## src/hw/rtl/hisp_pkg.sv

```systemverilog
`timescale 1ns / 1ps

package hisp_pkg;

    // Format codes as they appear on the result channel
    localparam logic [2:0] FMT_UNKNOWN = 3'd0;
    localparam logic [2:0] FMT_JPEG    = 3'd1;
    localparam logic [2:0] FMT_GIF     = 3'd2;
    localparam logic [2:0] FMT_PNG     = 3'd3;
    localparam logic [2:0] FMT_BMP     = 3'd4;

    // Header signature bytes
    localparam logic [7:0] BYTE_FF = 8'hFF;
    localparam logic [7:0] BYTE_D8 = 8'hD8;
    localparam logic [7:0] BYTE_C0 = 8'hC0;
    localparam logic [7:0] BYTE_C1 = 8'hC1;
    localparam logic [7:0] BYTE_89 = 8'h89;
    localparam logic [7:0] CHAR_G  = 8'h47;
    localparam logic [7:0] CHAR_I  = 8'h49;
    localparam logic [7:0] CHAR_F  = 8'h46;
    localparam logic [7:0] CHAR_P  = 8'h50;
    localparam logic [7:0] CHAR_N  = 8'h4E;
    localparam logic [7:0] CHAR_B  = 8'h42;
    localparam logic [7:0] CHAR_M  = 8'h4D;

    // Offsets and lengths of the size fields
    localparam logic [4:0] GIF_START = 5'd6;
    localparam logic [4:0] GIF_COUNT = 5'd4;
    localparam logic [4:0] PNG_START = 5'd16;
    localparam logic [4:0] PNG_COUNT = 5'd8;
    localparam logic [4:0] BMP_START = 5'd18;
    localparam logic [4:0] BMP_COUNT = 5'd8;
    localparam logic [4:0] HDR_LEN   = 5'd4;
    localparam logic [4:0] POS_MAX   = 5'd31;

    // Snapshot of the scan state after the final byte
    typedef struct packed {
        logic [2:0]       fmt;
        logic [3:0][7:0]  frame0;
        logic [3:0][7:0]  frame1;
        logic [7:0][7:0]  lanes;
    } t_scan_res;

    // One result item
    typedef struct packed {
        logic [2:0]         fmt;
        logic signed [31:0] width;
        logic signed [31:0] height;
    } t_result;

    // Classify the (zero-filled) four-byte header
    function automatic logic [2:0] judge_format(input logic [3:0][7:0] h);
        logic [2:0] f;
        f = FMT_UNKNOWN;
        if (h[0] == BYTE_FF && h[1] == BYTE_D8) begin
            f = FMT_JPEG;
        end else if (h[0] == CHAR_G && h[1] == CHAR_I && h[2] == CHAR_F) begin
            f = FMT_GIF;
        end else if (h[0] == BYTE_89 && h[1] == CHAR_P && h[2] == CHAR_N
                     && h[3] == CHAR_G) begin
            f = FMT_PNG;
        end else if (h[0] == CHAR_B && h[1] == CHAR_M) begin
            f = FMT_BMP;
        end
        return f;
    endfunction

endpackage

```

## src/hw/rtl/hisp_if.sv

```systemverilog
`timescale 1ns / 1ps

// Byte stream channel
interface hisp_in_if;
    logic       valid;
    logic       ready;
    logic [7:0] data_byte;
    logic       last_byte;

    modport source (output valid, output data_byte, output last_byte, input ready);
    modport sink   (input valid, input data_byte, input last_byte, output ready);
endinterface

// Result channel
interface hisp_out_if;
    logic               valid;
    logic               ready;
    logic [2:0]         image_format;
    logic signed [31:0] image_width;
    logic signed [31:0] image_height;

    modport source (output valid, output image_format, output image_width,
                    output image_height, input ready);
    modport sink   (input valid, input image_format, input image_width,
                    input image_height, output ready);
endinterface

```

## src/hw/rtl/hisp_scan.sv

```systemverilog
`timescale 1ns / 1ps

module hisp_scan (
    input  logic                  i_clk,
    input  logic                  i_rst_n,
    input  logic                  i_accept,
    input  logic [7:0]            i_data_byte,
    input  logic                  i_last_byte,
    output hisp_pkg::t_scan_res   o_res
);
    import hisp_pkg::*;

    // JPEG marker phase codes (low two bits; bit 2 selects the C1 frame)
    localparam logic [1:0] PH_SEEK = 2'd0;
    localparam logic [1:0] PH_CODE = 2'd1;
    localparam logic [1:0] PH_SKIP = 2'd2;
    localparam logic [1:0] PH_READ = 2'd3;

    logic [4:0]       r_pos,    n_pos;
    logic [3:0][7:0]  r_hdr,    n_hdr;
    logic [2:0]       r_fmt,    n_fmt;
    logic [2:0]       r_phase,  n_phase;
    logic [2:0]       r_cnt,    n_cnt;
    logic [7:0][7:0]  r_lanes,  n_lanes;
    logic [3:0][7:0]  r_frame0, n_frame0;
    logic [3:0][7:0]  r_frame1, n_frame1;

    logic       base;
    logic [7:0] code;
    logic [2:0] cnt_inc;
    logic [4:0] start;
    logic [4:0] count;
    logic [4:0] off;

    assign base    = r_phase[2];
    assign code    = base ? BYTE_C1 : BYTE_C0;
    assign cnt_inc = r_cnt + 3'd1;

    // Pick the size-field window of the detected format
    always_comb begin
        start = GIF_START;
        count = 5'd0;
        case (r_fmt)
            FMT_GIF: begin start = GIF_START; count = GIF_COUNT; end
            FMT_PNG: begin start = PNG_START; count = PNG_COUNT; end
            FMT_BMP: begin start = BMP_START; count = BMP_COUNT; end
            default: begin start = GIF_START; count = 5'd0; end
        endcase
    end

    assign off = r_pos - start;

    // Advance the scan by one byte
    always_comb begin
        n_pos    = r_pos;
        n_hdr    = r_hdr;
        n_fmt    = r_fmt;
        n_phase  = r_phase;
        n_cnt    = r_cnt;
        n_lanes  = r_lanes;
        n_frame0 = r_frame0;
        n_frame1 = r_frame1;
        if (i_accept) begin
            if (r_pos < HDR_LEN) begin
                n_hdr[r_pos[1:0]] = i_data_byte;
                n_fmt = judge_format(n_hdr);
            end else if (r_fmt == FMT_JPEG) begin
                unique case (r_phase[1:0])
                    PH_SEEK: begin
                        if (i_data_byte == BYTE_FF) begin
                            n_phase = {base, PH_CODE};
                        end
                    end
                    PH_CODE: begin
                        n_phase = (i_data_byte == code) ? {base, PH_SKIP} : {base, PH_SEEK};
                        n_cnt   = 3'd0;
                    end
                    PH_SKIP: begin
                        if (cnt_inc >= 3'd3) begin
                            n_phase = {base, PH_READ};
                            n_cnt   = 3'd0;
                        end else begin
                            n_cnt = cnt_inc;
                        end
                    end
                    PH_READ: begin
                        if (r_cnt < 3'd4) begin
                            if (base) begin
                                n_frame1[~r_cnt[1:0]] = r_frame1[~r_cnt[1:0]] | i_data_byte;
                            end else begin
                                n_frame0[~r_cnt[1:0]] = r_frame0[~r_cnt[1:0]] | i_data_byte;
                            end
                            n_cnt = cnt_inc;
                            if (cnt_inc == 3'd4 && !base) begin
                                n_phase = {1'b1, PH_SEEK};
                                n_cnt   = 3'd0;
                            end
                        end
                    end
                endcase
            end else if (r_pos >= start && off < count) begin
                n_lanes[off[2:0]] = r_lanes[off[2:0]] | i_data_byte;
            end
            if (r_pos != POS_MAX) begin
                n_pos = r_pos + 5'd1;
            end
        end
    end

    // Hand the post-update state to the result stage
    always_comb begin
        o_res.fmt    = n_fmt;
        o_res.frame0 = n_frame0;
        o_res.frame1 = n_frame1;
        o_res.lanes  = n_lanes;
    end

    // Hold scan state; clear it after the final byte
    always_ff @(posedge i_clk) begin
        if (!i_rst_n || (i_accept && i_last_byte)) begin
            r_pos    <= '0;
            r_hdr    <= '0;
            r_fmt    <= FMT_UNKNOWN;
            r_phase  <= '0;
            r_cnt    <= '0;
            r_lanes  <= '0;
            r_frame0 <= '0;
            r_frame1 <= '0;
        end else begin
            r_pos    <= n_pos;
            r_hdr    <= n_hdr;
            r_fmt    <= n_fmt;
            r_phase  <= n_phase;
            r_cnt    <= n_cnt;
            r_lanes  <= n_lanes;
            r_frame0 <= n_frame0;
            r_frame1 <= n_frame1;
        end
    end

endmodule

```

## src/hw/rtl/hisp_out_stage.sv

```systemverilog
`timescale 1ns / 1ps

module hisp_out_stage (
    input  logic                 i_clk,
    input  logic                 i_rst_n,
    input  logic                 i_push,
    input  hisp_pkg::t_scan_res  i_res,
    input  logic                 i_full_search,
    output logic                 o_in_ready,
    hisp_out_if.source           o_out
);
    import hisp_pkg::*;

    logic    r_valid;
    logic    r_skid_valid;
    t_result r_data;
    t_result r_skid;
    t_result res;
    logic    pop;

    // Turn the scan snapshot into width and height
    function automatic t_result format_result(input t_scan_res s, input logic fs);
        t_result r;
        r.fmt = s.fmt;
        case (s.fmt)
            FMT_JPEG: begin
                if (fs && {s.frame1[1], s.frame1[0]} != 16'd0
                       && {s.frame1[3], s.frame1[2]} != 16'd0) begin
                    r.width  = {16'd0, s.frame1[1], s.frame1[0]};
                    r.height = {16'd0, s.frame1[3], s.frame1[2]};
                end else begin
                    r.width  = {16'd0, s.frame0[1], s.frame0[0]};
                    r.height = {16'd0, s.frame0[3], s.frame0[2]};
                end
            end
            FMT_GIF: begin
                r.width  = {16'd0, s.lanes[1], s.lanes[0]};
                r.height = {16'd0, s.lanes[3], s.lanes[2]};
            end
            FMT_PNG: begin
                r.width  = {s.lanes[0], s.lanes[1], s.lanes[2], s.lanes[3]};
                r.height = {s.lanes[4], s.lanes[5], s.lanes[6], s.lanes[7]};
            end
            FMT_BMP: begin
                r.width  = {s.lanes[3], s.lanes[2], s.lanes[1], s.lanes[0]};
                r.height = {s.lanes[7], s.lanes[6], s.lanes[5], s.lanes[4]};
            end
            default: begin
                r.width  = '1;
                r.height = '1;
            end
        endcase
        return r;
    endfunction

    assign res        = format_result(i_res, i_full_search);
    assign pop        = r_valid && o_out.ready;
    assign o_in_ready = !r_skid_valid;

    // Drive the result channel from the main register
    assign o_out.valid        = r_valid;
    assign o_out.image_format = r_data.fmt;
    assign o_out.image_width  = r_data.width;
    assign o_out.image_height = r_data.height;

    // Load main or skid register; drain skid into main on a pop
    always_ff @(posedge i_clk) begin
        if (!i_rst_n) begin
            r_valid      <= 1'b0;
            r_skid_valid <= 1'b0;
        end else if (r_skid_valid) begin
            if (pop) begin
                r_data       <= r_skid;
                r_skid_valid <= 1'b0;
            end
        end else if (i_push) begin
            if (r_valid && !pop) begin
                r_skid       <= res;
                r_skid_valid <= 1'b1;
            end else begin
                r_data  <= res;
                r_valid <= 1'b1;
            end
        end else if (pop) begin
            r_valid <= 1'b0;
        end
    end

endmodule

```

## src/hw/rtl/image_header_size_parser_core.sv

```systemverilog
`timescale 1ns / 1ps

// Image header size parser.
// i_in carries the file one byte per transaction (data_byte, last_byte).
// The first four bytes pick JPEG, GIF, PNG, BMP or unknown; the size
// fields are then picked out of the stream as the bytes go by.
// On the transaction with last_byte set, one result (image_format,
// image_width, image_height) is queued on o_out and the scan state
// clears for the next file.
// Throughput: one byte per cycle while i_in.ready is high.
// The result is valid on o_out in the cycle after the last byte
// is accepted when no earlier result is waiting; otherwise it follows
// as soon as o_out drains the earlier one.
// A main result register plus one skid register sit on the output, so
// i_in keeps accepting while a result waits; only when both hold a
// result does i_in.ready drop until o_out drains one.
// i_cfg_we writes i_cfg_wdata into full_search (write while idle).
// Reset (i_rst_n low, synchronous) clears the scan state, empties the
// output registers and sets full_search to 1.
module image_header_size_parser_core (
    input  logic        i_clk,
    input  logic        i_rst_n,
    input  logic        i_cfg_we,
    input  logic        i_cfg_wdata,
    hisp_in_if.sink     i_in,
    hisp_out_if.source  o_out
);
    import hisp_pkg::*;

    logic      r_full_search;
    logic      accept;
    logic      in_ready;
    t_scan_res scan_res;

    assign i_in.ready = in_ready;
    assign accept     = i_in.valid && in_ready;

    // Hold the configuration register
    always_ff @(posedge i_clk) begin
        if (!i_rst_n) begin
            r_full_search <= 1'b1;
        end else if (i_cfg_we) begin
            r_full_search <= i_cfg_wdata;
        end
    end

    hisp_scan u_scan (
        .i_clk       (i_clk),
        .i_rst_n     (i_rst_n),
        .i_accept    (accept),
        .i_data_byte (i_in.data_byte),
        .i_last_byte (i_in.last_byte),
        .o_res       (scan_res)
    );

    hisp_out_stage u_out_stage (
        .i_clk         (i_clk),
        .i_rst_n       (i_rst_n),
        .i_push        (accept && i_in.last_byte),
        .i_res         (scan_res),
        .i_full_search (r_full_search),
        .o_in_ready    (in_ready),
        .o_out         (o_out)
    );

endmodule

```

## src/flat_wrapper.sv

```systemverilog
// flat-port wrapper written by rule: the top's interface ports become plain ports
module image_header_size_parser_core_flat import hisp_pkg::*;
  (i_clk, i_rst_n, i_cfg_we, i_cfg_wdata, i_in_valid, i_in_data_byte, i_in_last_byte, i_in_ready, o_out_valid, o_out_image_format, o_out_image_width, o_out_image_height, o_out_ready);
  hisp_in_if i_in_i ();
  hisp_out_if o_out_i ();
  input  logic i_clk;
  input  logic i_rst_n;
  input  logic i_cfg_we;
  input  logic i_cfg_wdata;
  input wire logic [$bits(i_in_i.valid)-1:0] i_in_valid;
  input wire logic [$bits(i_in_i.data_byte)-1:0] i_in_data_byte;
  input wire logic [$bits(i_in_i.last_byte)-1:0] i_in_last_byte;
  output wire logic [$bits(i_in_i.ready)-1:0] i_in_ready;
  output wire logic [$bits(o_out_i.valid)-1:0] o_out_valid;
  output wire logic [$bits(o_out_i.image_format)-1:0] o_out_image_format;
  output wire logic [$bits(o_out_i.image_width)-1:0] o_out_image_width;
  output wire logic [$bits(o_out_i.image_height)-1:0] o_out_image_height;
  input wire logic [$bits(o_out_i.ready)-1:0] o_out_ready;
  assign i_in_i.valid = i_in_valid;
  assign i_in_i.data_byte = i_in_data_byte;
  assign i_in_i.last_byte = i_in_last_byte;
  assign i_in_ready = i_in_i.ready;
  assign o_out_valid = o_out_i.valid;
  assign o_out_image_format = o_out_i.image_format;
  assign o_out_image_width = o_out_i.image_width;
  assign o_out_image_height = o_out_i.image_height;
  assign o_out_i.ready = o_out_ready;
  image_header_size_parser_core u_core (.i_clk(i_clk), .i_rst_n(i_rst_n), .i_cfg_we(i_cfg_we), .i_cfg_wdata(i_cfg_wdata), .i_in(i_in_i), .o_out(o_out_i));
endmodule
```

## config.mk

```make
export PLATFORM = sky130hd
export DESIGN_NAME = image_header_size_parser_core_flat
export DESIGN_NICKNAME = d
export VERILOG_FILES = /design/src/hw/rtl/hisp_pkg.sv /design/src/hw/rtl/hisp_if.sv /design/src/hw/rtl/hisp_scan.sv /design/src/hw/rtl/hisp_out_stage.sv /design/src/hw/rtl/image_header_size_parser_core.sv /design/src/flat_wrapper.sv
export SDC_FILE = /design/constraint.sdc
export NUM_CORES = 1
export LEC_CHECK = 0
export BUFFER_PORTS_ARGS = -buffer_cell sky130_fd_sc_hd__clkbuf_2
export CAP_MARGIN = 20
export CORE_MARGIN = 2
export CORE_UTILIZATION = 55
export DETAILED_ROUTE_END_ITERATION = 10
export GPL_TIMING_DRIVEN = 0
export PLACE_DENSITY = 0.76
export SLEW_MARGIN = 10
export SYNTH_ARGS = -nofsm -noshare
export SYNTH_HDL_FRONTEND = slang
export SYNTH_SLANG_ARGS = --single-unit
```

## constraint.sdc

```tcl
create_clock -name i_clk -period 6.4 [get_ports i_clk]
set_clock_uncertainty 0.15 [all_clocks]
set_input_delay 1.28 -clock i_clk [delete_from_list [all_inputs] [get_ports i_clk]]
set_output_delay 1.28 -clock i_clk [all_outputs]
set_load 0.1 [all_outputs]
```

==> flow_metrics.py <==
metrics = {
    "run_status": {
        "status": "completed",
    },
    "detailed_routing": {
        "ant_nets": 0,
        "post_drt_via_cell_ratio": 6.35,
        "drt_iter0_drc": 1567,
        "route.detailed.drc": 0,
        "drt_first_pass_iters": 6,
        "vias": 12540,
        "wl_um": 49800,
        "wire_per_inst_um": 25.2,
    },
    "run": {
        "maxCapViolCount": 0,
    },
    "final_layout": {
        "seqCellArea_mm2": 0.00757,
        "fin_cells": 1974,
        "nNetsFinal": 1605,
        "syn2layout_area_growth_pct": 13.3,
        "fillers": 2318,
        "multi_input_area_mm2": 0.00747,
        "drive_gt1_frac": 0.188,
        "antenna_cells": 0,
    },
    "die": {
        "die_x_um": 172,
        "die_h_um": 172,
        "initial_utilization": 0.558,
        "rows": 61,
        "core_area_mm2": 0.0278,
        "die_area_mm2": 0.0296,
        "io_pins": 84,
    },
    "synth": {
        "synth_area_leaders": "edfxtp_1 26%, dfxtp_1 23%, mux2i_1 11%",
        "ys_ff_latch": 311,
        "yosysWarningCount": 0,
        "synth_fp_nets": 1485,
        "synth_top_area_share": 0.259,
        "netlist.top_cell.by_area": "edfxtp_1",
        "synth_common_cells": "218 x nor2_1, 177 x dfxtp_1, 169 x mux2i_1",
        "yosysUniqueCellTypes": 78,
        "async_flop_share": 0,
        "syn_avg_cell_area_um2": 10.7,
        "yosysMostFrequentCell": "nor2_1",
        "synth-main-ff-cell": "dfxtp_1",
        "ys_seq_area_frac": 0.488,
        "netlist_instances": 1451,
        "synth_edf_count": 134,
        "netlist_area_mm2": 0.0155,
    },
    "timing": {
        "timing.hold.ws_ns": 0.348,
        "setup_violations": 0,
        "hold_violations": 0,
        "max_freq_mhz": 169,
        "min_period_ns": 5.91,
        "tightest_slew_ns": 1.12,
        "maxSlewHeadroom": 0.247,
        "period_share": 0.924,
        "slew_violations": 0,
        "rsz0062_at_grt": "no",
    },
    "clock_network": {
        "cts.path.max_buffers": 3,
        "postCtsHoldBufs": 0,
        "cts_root_buf": "clkbuf_16",
        "path_clk_slew_ns": 0.07,
        "cts_tree": "done",
        "cts_max_level": 1,
        "numCtsBuffers": 31,
        "worstSkewPairLatency_ns": 0.58,
        "cts_sinks": 311,
    },
    "setup_path": {
        "reg2reg_from": "u_core.u_scan.r_pos[0]$_SDFFE_PP0P_",
        "cp-end-kind": "flip-flop",
        "critPathMaxFanout": 10,
        "crit_type": "reg2reg",
        "startpoint_type": "flip-flop",
        "ff2ff_path_depth": 15,
        "crit_required_ns": 6.57,
        "rrSetupSlack_ns": 0.49,
        "cp.arrival_ns": 6.08,
        "r2r-end": "u_core.u_out_stage.o_out.image_width[6]$_DFFE_PP_",
    },
    "placement": {
        "post-dp-hpwl_um": 36200,
        "dp.cells": 1916,
        "gp_congestion": 1.01,
        "port_buffers": 82,
    },
    "global_routing": {
        "grt-ovfl-total": 0,
        "grt_pass1_wl_um": 73300,
        "grt_max_degree": 31,
        "grt_pass1_vias": 12101,
        "grt_antenna_before_repair": 0,
        "globalRouteTotalUtil": 0.337,
    },
    "power_and_ir_drop": {
        "p_leak_nw": 6.52,
        "peakVddDrop_uv": 197,
        "power.density_mw_per_mm2": 244,
    },
    "min_path": {
        "hold_end": "u_core.u_scan.r_hdr[18]$_SDFFE_PP0P_",
        "hold_path.class": "reg2reg",
        "whs_path_depth": 2,
        "hp-start": "u_core.u_scan.r_hdr[18]$_SDFFE_PP0P_",
    },
}
-- cells by family after synthesis --
kind of cell | after synthesis | synth area share
AOI/OAI and AO/OA | 276 | 0.113
xor gates and xnor gates | 5 | 0.00282
adders and majority gates | 19 | 0.0158
buffers and inverters | 121 | 0.0319
DFF | 311 | 0.488
muxes | 284 | 0.212
and+or+nand+nor | 435 | 0.136
-- cell usage in the layout (no fill, tap or decap), types with 18 or more instances in the layout --
master / n
nor2_1: 218
dfxtp_1: 177
mux2i_1: 169
edfxtp_1: 134
a21oi_1: 95
mux2_2: 88
clkbuf_1: 85
clkbuf_2: 83
o21ai_0: 71
nand2_1: 68
clkbuf_16: 31
mux4_2: 27
nor3_1: 22
nand3_1: 22
a221oi_1: 18
ha_1: 18
-- cell type report --
type / instances / area share
well taps: 378 / 0.0269
repair buffers: 87 / 0.0282
flip-flops and latches: 311 / 0.431
clock buffers: 40 / 0.0466
inverters: 20 / 0.00449
multi-input cells: 1019 / 0.425
plain buffers: 101 / 0.0239
clock inverters: 18 / 0.0142
-- worst max-delay path, cell delays in order (launching register included) --
cell,delay (ns)
dfxtp_1,0.65
clkbuf_2,0.37
clkinvlp_4,0.35
ha_1,0.35
nor4b_1,0.53
a31oi_1,0.21
a2111oi_0,0.52
a32oi_1,0.22
o21a_1,0.29
inv_1,0.29
nor2_1,0.20
buf_2,0.25
clkbuf_1,0.26
a221oi_1,0.41
o221ai_1,0.26
mux2_2,0.34
-- power breakdown --
| group | internal [mW] | leakage (nW) | switching [mW] | total [mW] |
|---|---|---|---|---|
| logic | 0.0669 | 3.30 | 0.202 | 0.268 |
| clock network | 1.14 | 0.517 | 0.787 | 1.93 |
| registers | 2.08 | 2.70 | 0.0112 | 2.09 |
-- flip-flops by register name (all words and copies together) (netlist names), named ones only --
name / flops
u_core.u_scan.r_lanes: 64
u_core.u_out_stage.o_out.image_height: 32
u_core.u_scan.r_fmt: 3
u_core.u_scan.r_cnt: 3
u_core.u_out_stage.o_out.image_format: 3
u_core.u_scan.r_frame0: 32
u_core.u_scan.r_phase: 2
u_core.u_scan.r_pos: 5
u_core.u_scan.r_hdr: 32
u_core.u_out_stage.o_out.valid: 1
u_core.u_out_stage.r_skid: 67
u_core.u_out_stage.r_skid_valid: 1
u_core.r_full_search: 1
u_core.u_scan.r_frame1: 32
u_core.u_out_stage.o_out.image_width: 32
-- metal layers --
| layer | vias up | track usage | part of all wire | wire (um) |
|---|---|---|---|---|
| met3 | 138 | 0.0780 | 0.11 | 5300 |
| met1 | 6069 | 0.462 | 0.42 | 20700 |
| met5 | - | 0 | 0 | 0 |
| met2 | 725 | 0.521 | 0.44 | 21800 |
| li1 | 5608 | - | - | - |
| met4 | 0 | 0.133 | 0.041 | 2050 |
-- worst max-delay path by stage --
stage	startpoint	end	slack [ns]
floorplan	i_in_valid	u_core.u_out_stage.o_out.image_format[0]$_DFFE_PP_	0.94
global placement	i_in_valid	u_core.u_out_stage.o_out.image_height[31]$_DFFE_PP_	-0.64
detailed placement	u_core.u_scan.r_pos[0]$_SDFFE_PP0P_	u_core.u_out_stage.o_out.image_width[6]$_DFFE_PP_	0.42
CTS	u_core.u_scan.r_pos[0]$_SDFFE_PP0P_	u_core.u_out_stage.o_out.image_width[6]$_DFFE_PP_	0.43
global route	u_core.u_scan.r_pos[0]$_SDFFE_PP0P_	u_core.u_out_stage.o_out.image_width[15]$_DFFE_PP_	0.31
finish	u_core.u_scan.r_pos[0]$_SDFFE_PP0P_	u_core.u_out_stage.o_out.image_width[6]$_DFFE_PP_	0.49
-- timing repair --
item	in CTS	in global routing
setup buffers	0	0
setup endpoints to repair	0	10
resized for setup	0	3
-- per-stage QoR --
stage / power, mW / area [um^2] / setup WS, ns / util / setup TNS (ns)
finish: 4.29 / 17600 / 0.487 / 0.633 / 0
global route: 4.39 / 17600 / 0.313 / 0.633 / 0
CTS: 4.30 / 17600 / 0.428 / 0.632 / 0
detailed placement: 2.39 / 16500 / 0.425 / 0.594 / 0
global placement: 2.39 / 16400 / -0.639 / 0.590 / -42.54
floorplan: 2.31 / 15500 / 0.943 / - / 0
Power figures use the tool's default switching activity.
